File: src/rtl/bsfb_pkg.sv
// Package: shared types and constants for the bus to SPI ring bridge.
`default_nettype none
package bsfb_pkg;
  localparam int RingDepth = 256;
  localparam int RingAw = $clog2(RingDepth);
  localparam int MaxInFlight = 8;
  localparam int IdentLength = 8;
  localparam int IdentAw = $clog2(IdentLength);
  localparam int IflW = $clog2(MaxInFlight + 1);
  localparam int RateW = 27;

  localparam logic [2:0] MODE_READ = 3'd0;
  localparam logic [2:0] MODE_WRITE = 3'd1;
  localparam logic [2:0] MODE_RESET = 3'd2;
  localparam logic [2:0] MODE_RXBYTE = 3'd3;
  localparam logic [2:0] MODE_TXSLOT = 3'd4;
  localparam logic [2:0] MODE_CARD = 3'd5;

  localparam logic [3:0] REG_CARD = 4'd0;
  localparam logic [3:0] REG_UPPER = 4'd2;
  localparam logic [3:0] REG_RXHEAD = 4'd4;
  localparam logic [3:0] REG_RXTAIL = 4'd5;
  localparam logic [3:0] REG_TXHEAD = 4'd6;
  localparam logic [3:0] REG_TXTAIL = 4'd7;
  localparam logic [3:0] REG_DISCARD = 4'd8;
  localparam logic [3:0] REG_FEED = 4'd9;
  localparam logic [3:0] REG_RATE = 4'd10;
  localparam logic [3:0] REG_SELECT = 4'd11;
  localparam logic [3:0] REG_IRQ = 4'd12;
  localparam logic [3:0] REG_MASK = 4'd13;
  localparam logic [3:0] REG_DATA = 4'd14;
  localparam logic [3:0] REG_IDBYTE = 4'd15;

  localparam logic [7:0] FillerByte = 8'hff;
  localparam logic [RateW-1:0] RateAfterReset = RateW'(400 * 1000);

  typedef struct packed {
    logic [2:0] mode;
    logic [3:0] address;
    logic [7:0] write_data;
    logic [7:0] spi_rx_byte;
    logic       card_present;
  } req_t;

  typedef struct packed {
    logic [7:0]       read_data;
    logic             tx_valid;
    logic [7:0]       tx_byte;
    logic             rx_accepted;
    logic             irq_asserted;
    logic             select_active;
    logic [RateW-1:0] spi_rate_hz;
  } rsp_t;

  function automatic logic [7:0] ident_byte(input logic [3:0] pos);
    case (pos)
      4'd0: ident_byte = 8'hff;
      4'd1: ident_byte = 8'h73;
      4'd2: ident_byte = 8'h70;
      4'd3: ident_byte = 8'h64;
      4'd4: ident_byte = 8'h72;
      4'd5: ident_byte = 8'h01;
      default: ident_byte = 8'h00;
    endcase
  endfunction
endpackage
`default_nettype wire

File: src/rtl/bus_to_spi_fifo_bridge.sv
// Top level: bus to SPI bridge with receive and transmit byte rings.
`default_nettype none
// One request per cycle is sustained while the result side accepts: a request
// is registered into a two-entry queue by the front end, then the engine does
// all state updates and one ring access in the same cycle, with the ring read
// data registered into the result stage. A request is held in a queue
// slot and then in the result stage register. The rings have no
// reset; their indices do. Request tuser: mode[2:0]. Request tdata (LSB first):
// address[3:0], write_data[7:0], spi_rx_byte[7:0], card_present, zero pad to
// 24 bits. Result tdata (LSB first): read_data[7:0], tx_valid, tx_byte[7:0],
// rx_accepted, irq_asserted, select_active, spi_rate_hz[26:0], pad to 48 bits.
module bus_to_spi_fifo_bridge (
  input  wire logic        clk_i,
  input  wire logic        rst_ni,
  input  wire logic        s_axis_tvalid,
  output logic             s_axis_tready,
  input  wire logic [2:0]  s_axis_tuser,  // mode
  input  wire logic [23:0] s_axis_tdata,  // address, write_data, spi_rx_byte, card_present
  output logic             m_axis_tvalid,
  input  wire logic        m_axis_tready,
  output logic      [47:0] m_axis_tdata   // read_data, tx_valid, tx_byte, rx_accepted,
                                          // irq_asserted, select_active, spi_rate_hz
);
  import bsfb_pkg::*;
  req_t in_req, q_req;
  rsp_t rsp;
  logic q_valid, q_ready;

  // Front end: unpack the request fields.
  always_comb begin
    in_req.mode         = s_axis_tuser;
    in_req.address      = s_axis_tdata[3:0];
    in_req.write_data   = s_axis_tdata[11:4];
    in_req.spi_rx_byte  = s_axis_tdata[19:12];
    in_req.card_present = s_axis_tdata[20];
  end

  bsfb_queue u_queue (
    .clk_i, .rst_ni, .in_valid_i(s_axis_tvalid), .in_ready_o(s_axis_tready),
    .in_req_i(in_req), .out_valid_o(q_valid), .out_ready_i(q_ready), .out_req_o(q_req)
  );

  bsfb_engine u_engine (
    .clk_i, .rst_ni, .req_valid_i(q_valid), .req_ready_o(q_ready), .req_i(q_req),
    .rsp_valid_o(m_axis_tvalid), .rsp_ready_i(m_axis_tready), .rsp_o(rsp)
  );

  assign m_axis_tdata = {1'b0, rsp.spi_rate_hz, rsp.select_active, rsp.irq_asserted,
                         rsp.rx_accepted, rsp.tx_byte, rsp.tx_valid, rsp.read_data};
endmodule
`default_nettype wire

File: src/rtl/bsfb_ram.sv
// Generic single-port-write, single-port-read RAM with registered read.
`default_nettype none
module bsfb_ram #(
  parameter int Width = 8,
  parameter int Depth = 256
) (
  input  wire logic                     clk_i,
  input  wire logic                     we_i,
  input  wire logic [$clog2(Depth)-1:0] waddr_i,
  input  wire logic [Width-1:0]         wdata_i,
  input  wire logic                     re_i,
  input  wire logic [$clog2(Depth)-1:0] raddr_i,
  output logic      [Width-1:0]         rdata_o
);
  logic [Width-1:0] mem_q [Depth];
  always_ff @(posedge clk_i) begin
    if (we_i) mem_q[waddr_i] <= wdata_i;
    if (re_i) rdata_o <= mem_q[raddr_i];
  end
endmodule
`default_nettype wire

File: src/rtl/bsfb_queue.sv
// Two-entry request queue between the front and back parts.
`default_nettype none
module bsfb_queue (
  input  wire logic           clk_i,
  input  wire logic           rst_ni,
  input  wire logic           in_valid_i,
  output logic                in_ready_o,
  input  wire bsfb_pkg::req_t in_req_i,
  output logic                out_valid_o,
  input  wire logic           out_ready_i,
  output bsfb_pkg::req_t      out_req_o
);
  import bsfb_pkg::*;
  req_t slot_q [2];
  logic rd_q, wr_q;
  logic [1:0] cnt_q;
  logic push, pop;
  assign in_ready_o = cnt_q != 2'd2;
  assign out_valid_o = cnt_q != 2'd0;
  assign out_req_o = slot_q[rd_q];
  assign push = in_valid_i && in_ready_o;
  assign pop = out_valid_o && out_ready_i;
  always_ff @(posedge clk_i) begin
    if (push) slot_q[wr_q] <= in_req_i;
  end
  always_ff @(posedge clk_i or negedge rst_ni) begin
    if (!rst_ni) begin
      rd_q <= 1'b0;
      wr_q <= 1'b0;
      cnt_q <= 2'd0;
    end else begin
      if (push) wr_q <= ~wr_q;
      if (pop) rd_q <= ~rd_q;
      cnt_q <= cnt_q + {1'b0, push} - {1'b0, pop};
    end
  end
endmodule
`default_nettype wire

File: src/rtl/bsfb_engine.sv
// Back part: carries out one request per cycle against state and rings while the result stage can advance.
`default_nettype none
module bsfb_engine (
  input  wire logic           clk_i,
  input  wire logic           rst_ni,
  input  wire logic           req_valid_i,
  output logic                req_ready_o,
  input  wire bsfb_pkg::req_t req_i,
  output logic                rsp_valid_o,
  input  wire logic           rsp_ready_i,
  output bsfb_pkg::rsp_t      rsp_o
);
  import bsfb_pkg::*;

  logic [RingAw-1:0] rx_head_q, rx_tail_q, tx_head_q, tx_tail_q;
  logic [31:0] discard_q, feed_q;
  logic [7:0] upper_q, mask_q;
  logic [IflW-1:0] ifl_q;
  logic run_q, fired_q, card_q, sel_q;
  logic [IdentAw-1:0] ident_q;
  logic [RateW-1:0] rate_q;

  // Stage 2: result holding with RAM read data merged in.
  logic s2_valid_q, s2_rx_rd_q, s2_tx_rd_q;
  rsp_t s2_q;
  logic [7:0] rx_rdata, tx_rdata;
  logic adv;
  assign adv = !s2_valid_q || rsp_ready_i;
  assign req_ready_o = adv;
  wire go = req_valid_i && adv;

  function automatic logic [RingAw-1:0] nxt(input logic [RingAw-1:0] i);
    nxt = (32'(i) + 32'd1 >= 32'(RingDepth)) ? '0 : i + RingAw'(1);
  endfunction

  function automatic logic [31:0] sat(input logic [31:0] a, input logic [15:0] b);
    logic [32:0] s;
    s = {1'b0, a} + {17'd0, b};
    sat = s[32] ? 32'hffffffff : s[31:0];
  endfunction

  logic rx_we, rx_re, tx_we, tx_re;
  logic [RingAw-1:0] rx_h_d, rx_t_d, tx_h_d, tx_t_d;
  logic [31:0] discard_d, feed_d;
  logic [7:0] upper_d, mask_d;
  logic [IflW-1:0] ifl_d;
  logic run_d, fired_d, card_d, sel_d;
  logic [IdentAw-1:0] ident_d;
  logic [RateW-1:0] rate_d;
  rsp_t r;
  logic [15:0] amount;
  logic [7:0] wd;

  always_comb begin
    rx_h_d = rx_head_q; rx_t_d = rx_tail_q; tx_h_d = tx_head_q; tx_t_d = tx_tail_q;
    discard_d = discard_q; feed_d = feed_q; upper_d = upper_q; mask_d = mask_q;
    ifl_d = ifl_q; run_d = run_q; fired_d = fired_q; card_d = card_q; sel_d = sel_q;
    ident_d = ident_q; rate_d = rate_q;
    rx_we = 1'b0; rx_re = 1'b0; tx_we = 1'b0; tx_re = 1'b0;
    r = '0;
    r.rx_accepted = 1'b1;
    wd = req_i.write_data;
    amount = {upper_q, wd};
    case (req_i.mode)
      MODE_READ: begin
        case (req_i.address)
          REG_CARD: r.read_data = {7'd0, card_q};
          REG_RXHEAD: r.read_data = 8'(rx_head_q);
          REG_RXTAIL: r.read_data = 8'(rx_tail_q);
          REG_TXHEAD: r.read_data = 8'(tx_head_q);
          REG_TXTAIL: r.read_data = 8'(tx_tail_q);
          REG_IRQ: r.read_data = {7'd0, fired_q};
          REG_MASK: r.read_data = mask_q;
          REG_DATA: if (rx_head_q != rx_tail_q) begin
            rx_re = 1'b1;
            rx_h_d = nxt(rx_head_q);
          end
          REG_IDBYTE: begin
            r.read_data = ident_byte(4'(ident_q));
            ident_d = (32'(ident_q) + 32'd1 >= 32'(IdentLength)) ? '0 : ident_q + IdentAw'(1);
          end
          default: ;
        endcase
      end
      MODE_WRITE: begin
        case (req_i.address)
          REG_UPPER: begin upper_d = wd; run_d = 1'b1; end
          REG_DISCARD: begin discard_d = sat(discard_q, amount); upper_d = '0; run_d = 1'b1; end
          REG_FEED: begin feed_d = sat(feed_q, amount); upper_d = '0; run_d = 1'b1; end
          REG_RATE: begin
            rate_d = wd[7] ? RateW'({1'b0, wd[6:0]} * 27'd1000000)
                           : RateW'(wd * 27'd10000);
            run_d = 1'b1;
          end
          REG_SELECT: begin sel_d = (wd == 8'd1); run_d = 1'b1; end
          REG_IRQ: fired_d = 1'b0;
          REG_MASK: mask_d = wd;
          REG_DATA: if (nxt(tx_tail_q) != tx_head_q) begin
            tx_we = 1'b1;
            tx_t_d = nxt(tx_tail_q);
          end
          default: ;
        endcase
      end
      MODE_RESET: begin
        mask_d = '0; fired_d = 1'b0; run_d = 1'b0; ifl_d = '0; upper_d = '0;
        discard_d = '0; feed_d = '0;
        rx_h_d = '0; rx_t_d = '0; tx_h_d = '0; tx_t_d = '0;
        rate_d = RateAfterReset;
      end
      MODE_RXBYTE: if (run_q) begin
        if (discard_q != '0) begin
          discard_d = discard_q - 32'd1;
          if (ifl_q != '0) ifl_d = ifl_q - IflW'(1);
        end else if (nxt(rx_tail_q) == rx_head_q) begin
          r.rx_accepted = 1'b0;
        end else begin
          rx_we = 1'b1;
          rx_t_d = nxt(rx_tail_q);
          if (ifl_q != '0) ifl_d = ifl_q - IflW'(1);
        end
      end
      MODE_TXSLOT: if (run_q && 32'(ifl_q) < 32'(MaxInFlight)) begin
        if (tx_head_q != tx_tail_q) begin
          tx_re = 1'b1;
          tx_h_d = nxt(tx_head_q);
          r.tx_valid = 1'b1;
          ifl_d = ifl_q + IflW'(1);
        end else if (feed_q != '0) begin
          r.tx_byte = FillerByte;
          feed_d = feed_q - 32'd1;
          r.tx_valid = 1'b1;
          ifl_d = ifl_q + IflW'(1);
        end
      end
      MODE_CARD: if (req_i.card_present != card_q) begin
        card_d = req_i.card_present;
        if (!fired_q && mask_q[1]) fired_d = 1'b1;
      end
      default: ;
    endcase
    r.irq_asserted = fired_d;
    r.select_active = sel_d;
    r.spi_rate_hz = rate_d;
  end

  bsfb_ram #(.Width(8), .Depth(RingDepth)) u_rx_ring (
    .clk_i, .we_i(go && rx_we), .waddr_i(rx_tail_q), .wdata_i(req_i.spi_rx_byte),
    .re_i(go && rx_re), .raddr_i(rx_head_q), .rdata_o(rx_rdata)
  );
  bsfb_ram #(.Width(8), .Depth(RingDepth)) u_tx_ring (
    .clk_i, .we_i(go && tx_we), .waddr_i(tx_tail_q), .wdata_i(wd),
    .re_i(go && tx_re), .raddr_i(tx_head_q), .rdata_o(tx_rdata)
  );

  always_ff @(posedge clk_i) begin
    if (go) begin
      s2_q <= r;
      s2_rx_rd_q <= rx_re;
      s2_tx_rd_q <= tx_re;
    end
  end

  always_ff @(posedge clk_i or negedge rst_ni) begin
    if (!rst_ni) begin
      rx_head_q <= '0; rx_tail_q <= '0; tx_head_q <= '0; tx_tail_q <= '0;
      discard_q <= '0; feed_q <= '0; upper_q <= '0; mask_q <= '0; ifl_q <= '0;
      run_q <= 1'b0; fired_q <= 1'b0; card_q <= 1'b0; sel_q <= 1'b0;
      ident_q <= '0; rate_q <= RateAfterReset; s2_valid_q <= 1'b0;
    end else begin
      if (adv) s2_valid_q <= req_valid_i;
      if (go) begin
        rx_head_q <= rx_h_d; rx_tail_q <= rx_t_d; tx_head_q <= tx_h_d; tx_tail_q <= tx_t_d;
        discard_q <= discard_d; feed_q <= feed_d; upper_q <= upper_d; mask_q <= mask_d;
        ifl_q <= ifl_d; run_q <= run_d; fired_q <= fired_d; card_q <= card_d;
        sel_q <= sel_d; ident_q <= ident_d; rate_q <= rate_d;
      end
    end
  end

  // The RAM holds its read data while the result stalls, since re is gated.
  always_comb begin
    rsp_o = s2_q;
    if (s2_rx_rd_q) rsp_o.read_data = rx_rdata;
    if (s2_tx_rd_q) rsp_o.tx_byte = tx_rdata;
  end
  assign rsp_valid_o = s2_valid_q;
endmodule
`default_nettype wire

File: config.mk
export PLATFORM = sky130hd
export DESIGN_NAME = bus_to_spi_fifo_bridge
export DESIGN_NICKNAME = d
export VERILOG_FILES = /design/src/rtl/bsfb_pkg.sv /design/src/rtl/bus_to_spi_fifo_bridge.sv /design/src/rtl/bsfb_ram.sv /design/src/rtl/bsfb_queue.sv /design/src/rtl/bsfb_engine.sv
export SDC_FILE = /design/constraint.sdc
export NUM_CORES = 2
export LEC_CHECK = 0
export ABC_CLOCK_PERIOD_IN_PS = 28100
export BUFFER_PORTS_ARGS = -buffer_cell sky130_fd_sc_hd__buf_4
export CELL_PAD_IN_SITES_DETAIL_PLACEMENT = 1
export CELL_PAD_IN_SITES_GLOBAL_PLACEMENT = 1
export CORE_AREA = 5 5 568 794
export CTS_CLUSTER_SIZE = 8
export DETAILED_ROUTE_END_ITERATION = 16
export DIE_AREA = 0 0 573 799
export PLACE_DENSITY_LB_ADDON = 0.1
export SYNTH_ARGS = -nofsm -noshare
export SYNTH_HDL_FRONTEND = slang
export SYNTH_MEMORY_MAX_BITS = 65536
export SYNTH_SLANG_ARGS = --single-unit
File: constraint.sdc
create_clock -name clk_i -period 28.1 [get_ports clk_i]
set_input_delay 1.405 -clock clk_i [delete_from_list [all_inputs] [get_ports clk_i]]
set_output_delay 1.405 -clock clk_i [all_outputs]
set_load 0.05 [all_outputs]
==> After elaboration in Yosys (flattened, before gate mapping) <==
Memory sizes are Yosys's and may differ from the RTL's. A register that Yosys moved wholly into a read port is not among the register bits.
Cells that the tools add are included.
{ "word_totals": {"regBits": 204, "latch_bits": 0, "ram_bits": 4144, "rom_bits": 0, "in_bits": 31, "out_inout_bits": 50, "wordCells": 231, "n_memories": 3} }
{ "op_classes": {"n_addsub": 18, "mul": 2, "div": 0, "n_lt_le_gt_ge": 6, "eq_ne": 49, "n_shift": 0, "muxes": 77, "bitwise_logic": 6, "reduce_logical": 42} }
{ "mem_list": {"columns": ["name", "words", "word_bits", "rd", "rd_clocked_by_memory_dff", "wr", "line_no", "text"], "rows": [
  ["u_engine.u_rx_ring.mem_q", 256, 8, 1, 1, 1, "bsfb_ram.sv:15", "logic [Width-1:0] mem_q [Depth];"],
  ["u_engine.u_tx_ring.mem_q", 256, 8, 1, 1, 1, "bsfb_ram.sv:15", null],
  ["u_queue.slot_q", 2, 24, 1, 0, 1, "bsfb_queue.sv:14", "req_t slot_q [2];"]
]} }
{ "op_table": {"columns": ["op", "n"], "rows": [
  ["$mux W32", 9],
  ["$pmux W32 S3", 2],
  ["$ge A32 B9 Y1 const B", 4],
  ["$mux W8", 16],
  ["$pmux W8 S2", 7],
  ["$add A32 B16 Y33", 2],
  ["$pmux W8 S8", 1],
  ["$reduce_bool A32 Y1", 2],
  ["$sub A32 B1 Y32 const B", 2],
  ["$mux W27", 2],
  ["$pmux W27 S2", 1],
  ["$pmux W8 S6", 1],
  ["$add A8 B1 Y9 const B", 4],
  ["$add A8 B1 Y8 const B", 4],
  ["$eq A4 B4 Y1 const B", 8],
  ["$ge A32 B4 Y1 const B", 1],
  ["$mux W4", 7],
  ["$mux W1", 26],
  ["$ne A8 B8 Y1", 3],
  ["$mul A7 B14 Y21 const B", 1],
  ["$mul A8 B10 Y18 const B", 1],
  ["$ne A2 B1 Y1 const B", 9],
  ["$eq A4 B3 Y1 const B", 4],
  ["$ne A2 B2 Y1 const B", 8],
  ["other kinds (39)", 75]
]} }

==> Logic depth before layout (Yosys ltp) <==
{ "logic_depth": {"ltp_word": 11, "ltp_mapped": 21, "depth_no_buf": 18} }

==> Modules after synthesis <==
Synthesis repeated with hierarchy kept, for this count alone.
{ "hier_totals": {"hier_cells": 9570, "area_unflattened_um2": 178009.5} }
{ "modules_own_cells": {"columns": ["module", "instances", "cells_each", "area_each_um2", "seq_area_each_um2"], "rows": [
  ["bsfb_ram", 2, 3733, 79636.4, 61739.2],
  ["bsfb_engine", 1, 2010, 16777.3, 5047.3],
  ["bsfb_queue", 1, 92, 1948.1, 1541.5],
  ["bus_to_spi_fifo_bridge", 1, 2, 11.3, 0.0]
]} }

==> Worst setup path after synthesis <==
No wires, ideal clock.
{ "synth_path": {"path_kind": "flip-flop to flip-flop", "from": "reg u_queue.rd_q", "to": "reg u_engine.s2_q (netlist bit u_engine.rsp_o[20]) (data pin)", "setup_time_ps": 268, "arrival_ps": 9397, "required_ps": 27832, "path_slack_ps": 18435, "path_stages_with_launch": 20, "n_path_buf": 3, "period_less_slack_ps": 9665, "cell_sequence": "dfrtp_1 clkbuf_1 buf_1 mux2i_1 clkinv_1 clkbuf_1 ha_1 inv_1 fa_1 fa_1 inv_1 fa_1 a21o_1 a21oi_1 o21ai_0 a2111oi_0 o31ai_1 xor2_1 a21oi_1 o21ai_0"} }
{ "synth_rtl": {"columns": ["item", "line_no", "text"], "rows": [
  ["from (decl)", "bsfb_queue.sv:15", "logic rd_q, wr_q;"],
  ["from (signal assigned)", "bsfb_queue.sv:33", "if (pop) rd_q <= ~rd_q;"],
  ["to (signal assigned)", "bsfb_engine.sv:158", "s2_q <= r;"],
  ["to (decl)", "bsfb_engine.sv:25", "rsp_t s2_q;"]
]} }

==> Worst setup path after layout <==
{ "layout_path": {"from": "reg u_engine.tx_head_q[0]", "to": "reg u_engine.u_tx_ring.rdata_o[2], read port of u_engine.u_tx_ring.mem_q (data pin)"} }
{ "layout_between": {"elab_chain_len": 5} }
{ "layout_rtl": {"columns": ["item", "line_no", "text"], "rows": [
  ["from (decl)", "bsfb_engine.sv:15", "logic [RingAw-1:0] rx_head_q, rx_tail_q, tx_head_q, tx_tail_q;"],
  ["from (signal assigned)", "bsfb_engine.sv:173", "rx_head_q <= rx_h_d; rx_tail_q <= rx_t_d; tx_head_q <= tx_h_d; tx_tail_q <= tx_t_d;"],
  ["$ne A8 B8 Y1", "bsfb_engine.sv:124", "if (tx_head_q != tx_tail_q) begin"],
  ["$mux W1", "bsfb_engine.sv:124", null],
  ["$mux W1", "bsfb_engine.sv:123", "MODE_TXSLOT: if (run_q && 32'(ifl_q) < 32'(MaxInFlight)) begin"],
  ["$mux W1", "bsfb_engine.sv:64", "case (req_i.mode)"],
  ["$logic_and A1 B1 Y1", "bsfb_engine.sv:153", ".re_i(go && tx_re), .raddr_i(tx_head_q), .rdata_o(tx_rdata)"],
  ["to (decl)", "bsfb_ram.sv:13", "output logic [Width-1:0] rdata_o"]
]} }
Parallel ways exist; a longest one is shown, timed or not.
A chain may end at the register's enable or synchronous reset.

==> insert_results.sql <==
INSERT INTO impl_metrics (metric_group, metric, value, unit) VALUES
('die', 'floorplan.die.height', '799', 'µm'),
('power_and_ir_drop', 'p_leak', '0.0619', 'µW'),
('cells_and_area', 'fillerInstances', '40094', ''),
('route', 'via_count', '87304', ''),
('cells_and_area', 'final_cell_area', '0.201', 'mm²'),
('die', 'design.die.area', '0.458', 'mm²'),
('worst_setup_path', 'arrival', '7380', 'ps'),
('synth', 'ys_async_sr_fraction', '0.0356', ''),
('die', 'die_width', '573', 'µm'),
('worst_setup_path', 'critPathRequiredTime', '28910', 'ps'),
('run_status', 'result_of_the_run', 'finished, final reports clean', ''),
('power_and_ir_drop', 'cellPowerDensity', '102', 'mW/mm²'),
('timing', 'setup_slack', '21530', 'ps'),
('place', 'pre_cts_slack', '21250', 'ps'),
('clock_tree', 'cts.htree.levels', '6', ''),
('timing', 'grt_setup_unrepaired', 'no', ''),
('synth', 'synth_enable_flop_cells', '4202', ''),
('global_route', 'globalRouteOverflowTotal', '0', ''),
('clock_tree', 'cts-buffers-inserted', '616', ''),
('synth', 'synth_seq_cells', '4357', ''),
('global_route', 'grt_use_total', '0.213', ''),
('global_route', 'grt_pass1_vias', '95086', ''),
('synth', 'netlist_area', '0.176', 'mm²'),
('synth', 'ys_types', '90', ''),
('synth', 'synth_cells', '8743', ''),
('clock_tree', 'postCtsHoldBufs', '0', ''),
('clock_tree', 'cts.repair_timing.setup_buffer_count', '0', ''),
('cells_and_area', 'area_delta_synth_final', '13.9', '%'),
('worst_setup_path', 'critical_path_class', 'flop to flop', ''),
('clock_tree', 'clock_tree_from_tritoncts', 'done', ''),
('place', 'place.detailed.instances', '14293', ''),
('route', 'drc_errors', '0', ''),
('synth', 'ys_warn_count', '0', ''),
('route', 'detail_route.iter0.violations', '6812', ''),
('global_route', 'grt_antenna_before_repair', '15', ''),
('synth', 'synth_seq_area_share', '0.737', ''),
('cells_and_area', 'final_nets', '9291', ''),
('place', 'placed_area', '0.184', 'mm²'),
('timing', 'finalHoldWorstSlack', '406', 'ps'),
('cells_and_area', 'stdcell_count', '15034', ''),
('timing', 'f_max', '152', 'MHz'),
('synth', 'syn_avg_cell_area', '20.2', 'µm²'),
('die', 'floorplan.io_pins', '81', ''),
('power_and_ir_drop', 'p_sw_frac', '0.312', ''),
('route', 'postRouteWirelength', '496000', 'µm'),
('route', 'routed_via_density', '5.81', ''),
('power_and_ir_drop', 'combPwrFrac', '0.277', ''),
('global_route', 'maximum_number_of_pins_on_one_net_before_global_route_repair', '154', ''),
('clock_tree', 'cts-root-to-sink-buffers', '4', ''),
('route', 'routedWlPerCell', '33.0', 'µm'),
('synth', 'synth_nets', '8943', ''),
('worst_setup_path', 'reg2reg_setup_slack', '21530', 'ps'),
('clock_tree', 'clock_latency', '1060', 'ps'),
('timing', 'final_min_period_over_clock_period', '0.234', ''),
('worst_setup_path', 'start_kind', 'flop', ''),
('power_and_ir_drop', 'power_switching', '6410', 'µW'),
('worst_hold_path', 'min-delay-path-class', 'primary input to async pin', ''),
('die', 'initial_standard_cell_utilization_of_the_core', '0.399', ''),
('timing', 'tightestPinTransition', '1250', 'ps'),
('job', 'cap_violations', '0', ''),
('power_and_ir_drop', 'power.ir.vdd_worst', '117', 'µV'),
('cells_and_area', 'drive_above_1_share', '0.257', ''),
('timing', 'maxSlewHeadroom', '0.155', ''),
('clock_tree', 'clk_pin_slew_worst_paths', '50', 'ps'),
('timing', 'setup_viol', '0', ''),
('timing', 'fin_crit', '6570', 'ps'),
('timing', 'clock-skew-final', '91.6', 'ps'),
('timing', 'final_max_slew_viol_count', '0', ''),
('global_route', 'grt_pass1_wl', '713000', 'µm'),
('place', 'port-buffer-count', '76', ''),
('place', 'hpwlAfterDp', '303000', 'µm');
[registers in the layout (all words and copies together), names as in the netlist, 9 cells and up]
signal and count:
u_engine.u_tx_ring.mem_q 2048, u_engine.discard_q 32, u_engine.u_rx_ring.mem_q 2048, u_engine.rsp_o 31, u_engine.rate_q 27, u_queue.slot_q 48
u_engine.feed_q 32, u_engine.s2_q 9
[routing by layer]
metal / vias to the layer above / wire length, µm / global-route usage
li1: 36619 / - / -
met2: 2116 / 266000 / 0.390
met3: 717 / 20400 / 0.0276
met1: 47850 / 194000 / 0.266
met4: 2 / 15100 / 0.0610
met5: - / 13 / 0
[worst max-delay path, stage by stage, from the launching register on]
cell	delay (ps)
sky130_fd_sc_hd__dfrtp_4	860
sky130_fd_sc_hd__buf_4	740
sky130_fd_sc_hd__buf_12	530
sky130_fd_sc_hd__buf_4	750
sky130_fd_sc_hd__buf_4	730
sky130_fd_sc_hd__mux4_2	640
sky130_fd_sc_hd__mux4_2	520
sky130_fd_sc_hd__mux4_2	520
sky130_fd_sc_hd__nor2_1	430
sky130_fd_sc_hd__nor3_1	120
sky130_fd_sc_hd__and3_1	160
[logic make-up (layout without fill, tap and decap cells)]
family / after synthesis / count (layout) / share of synthesized area
AND/OR/NAND/NOR: 1365 / 1365 / 0.0350
buffers and inverters: 644 / 1108 / 0.0146
flip-flops: 4357 / 4357 / 0.737
other: 1 / 8 / 0.0000213
multiplexers: 1368 / 1368 / 0.168
AO/OA/AOI/OAI: 754 / 754 / 0.0281
XOR/XNOR: 85 / 85 / 0.00430
adder cells (fa/ha/maj): 169 / 169 / 0.0131
[through the flow]
step                utilization  total power [µW]
floorplan                     -             12100
global placement          0.417             14000
detailed placement        0.417             14200
CTS                       0.454             20900
global route              0.454             21400
finish                    0.454             20500
[final timing paths]
check | start | cells after the start | end
worst max-delay path | u_engine.tx_head_q[0] | 10 | u_engine.u_tx_ring.rdata_o[2]
worst min-delay path | rst_ni | 1 | u_engine.rsp_valid_o
worst max register to register | u_engine.tx_head_q[0] | 10 | u_engine.u_tx_ring.rdata_o[2]
worst min register to register | u_engine.rate_q[0] | 1 | u_engine.rate_q[0]
max in group asynchronous | rst_ni | 2 | u_engine.rate_q[8]
min in group clk_i | u_engine.rate_q[0] | 1 | u_engine.rate_q[0]
[cells in the final DEF (no fill, tap or decap), types with 42 or more instances in the layout]
cell type / netlist / routed
sky130_fd_sc_hd__edfxtp_1: 4202 / 4202
sky130_fd_sc_hd__mux4_2: 1266 / 1266
sky130_fd_sc_hd__nor2_1: 682 / 676
sky130_fd_sc_hd__clkbuf_16: 0 / 632
sky130_fd_sc_hd__buf_4: 32 / 266
sky130_fd_sc_hd__nand2_1: 258 / 234
sky130_fd_sc_hd__o21ai_0: 197 / 197
sky130_fd_sc_hd__ha_1: 142 / 142
sky130_fd_sc_hd__dfrtp_1: 149 / 136
sky130_fd_sc_hd__a21oi_1: 135 / 135
sky130_fd_sc_hd__inv_1: 95 / 88
sky130_fd_sc_hd__nor3_1: 82 / 80
sky130_fd_sc_hd__mux2i_1: 76 / 71
sky130_fd_sc_hd__nand3_1: 75 / 67
sky130_fd_sc_hd__a22oi_1: 65 / 65
sky130_fd_sc_hd__clkbuf_1: 400 / 60
sky130_fd_sc_hd__xnor2_1: 55 / 55
sky130_fd_sc_hd__o31ai_1: 43 / 42
[final cells by class]
type | instances | area [µm²] | share of cell area
tap | 5820 | 7280 | 0.0363
multi-input combinational | 3742 | 44200 | 0.220
clock buffer | 694 | 16100 | 0.0800
sequential | 4357 | 130000 | 0.648
timing repair buffer | 276 | 2190 | 0.0109
clock inverter | 40 | 578 | 0.00288
antenna | 7 | 17.5 | 0.0000872
inverter | 98 | 430 | 0.00214
[synthesized netlist by cell type, types with 27 or more instances]
library cell | n | area (µm²)
sky130_fd_sc_hd__edfxtp_1 | 4202 | 126000
sky130_fd_sc_hd__nand2b_1 | 36 | 225
sky130_fd_sc_hd__o21ai_0 | 197 | 986
sky130_fd_sc_hd__fa_1 | 27 | 541
sky130_fd_sc_hd__clkbuf_1 | 400 | 1500
sky130_fd_sc_hd__xnor2_1 | 55 | 482
sky130_fd_sc_hd__a31oi_1 | 40 | 250
sky130_fd_sc_hd__dfrtp_1 | 149 | 3730
sky130_fd_sc_hd__nor2b_1 | 30 | 188
sky130_fd_sc_hd__a21oi_1 | 135 | 676
sky130_fd_sc_hd__nor2_1 | 682 | 2560
sky130_fd_sc_hd__buf_4 | 32 | 240
sky130_fd_sc_hd__buf_1 | 94 | 353
sky130_fd_sc_hd__a22oi_1 | 65 | 488
sky130_fd_sc_hd__nand2_1 | 258 | 968
sky130_fd_sc_hd__nand3_1 | 75 | 375
sky130_fd_sc_hd__mux4_2 | 1266 | 28500
sky130_fd_sc_hd__inv_1 | 95 | 357
sky130_fd_sc_hd__o31ai_1 | 43 | 323
sky130_fd_sc_hd__xor2_1 | 29 | 254
sky130_fd_sc_hd__ha_1 | 142 | 1780
sky130_fd_sc_hd__nand4_1 | 36 | 225
sky130_fd_sc_hd__nor3_1 | 82 | 410
sky130_fd_sc_hd__mux2i_1 | 76 | 761
[power by group through the flow]
stage	Sequential, µW	Combinational, µW	Clock, µW
final	8210	5670	6630
after global routing	8220	6150	7080
after CTS	8210	5840	6800
after detailed placement	8330	5820	0
after global placement	8320	5690	0
after floorplan	8350	3740	0
Power figures use the tool's default switching activity.
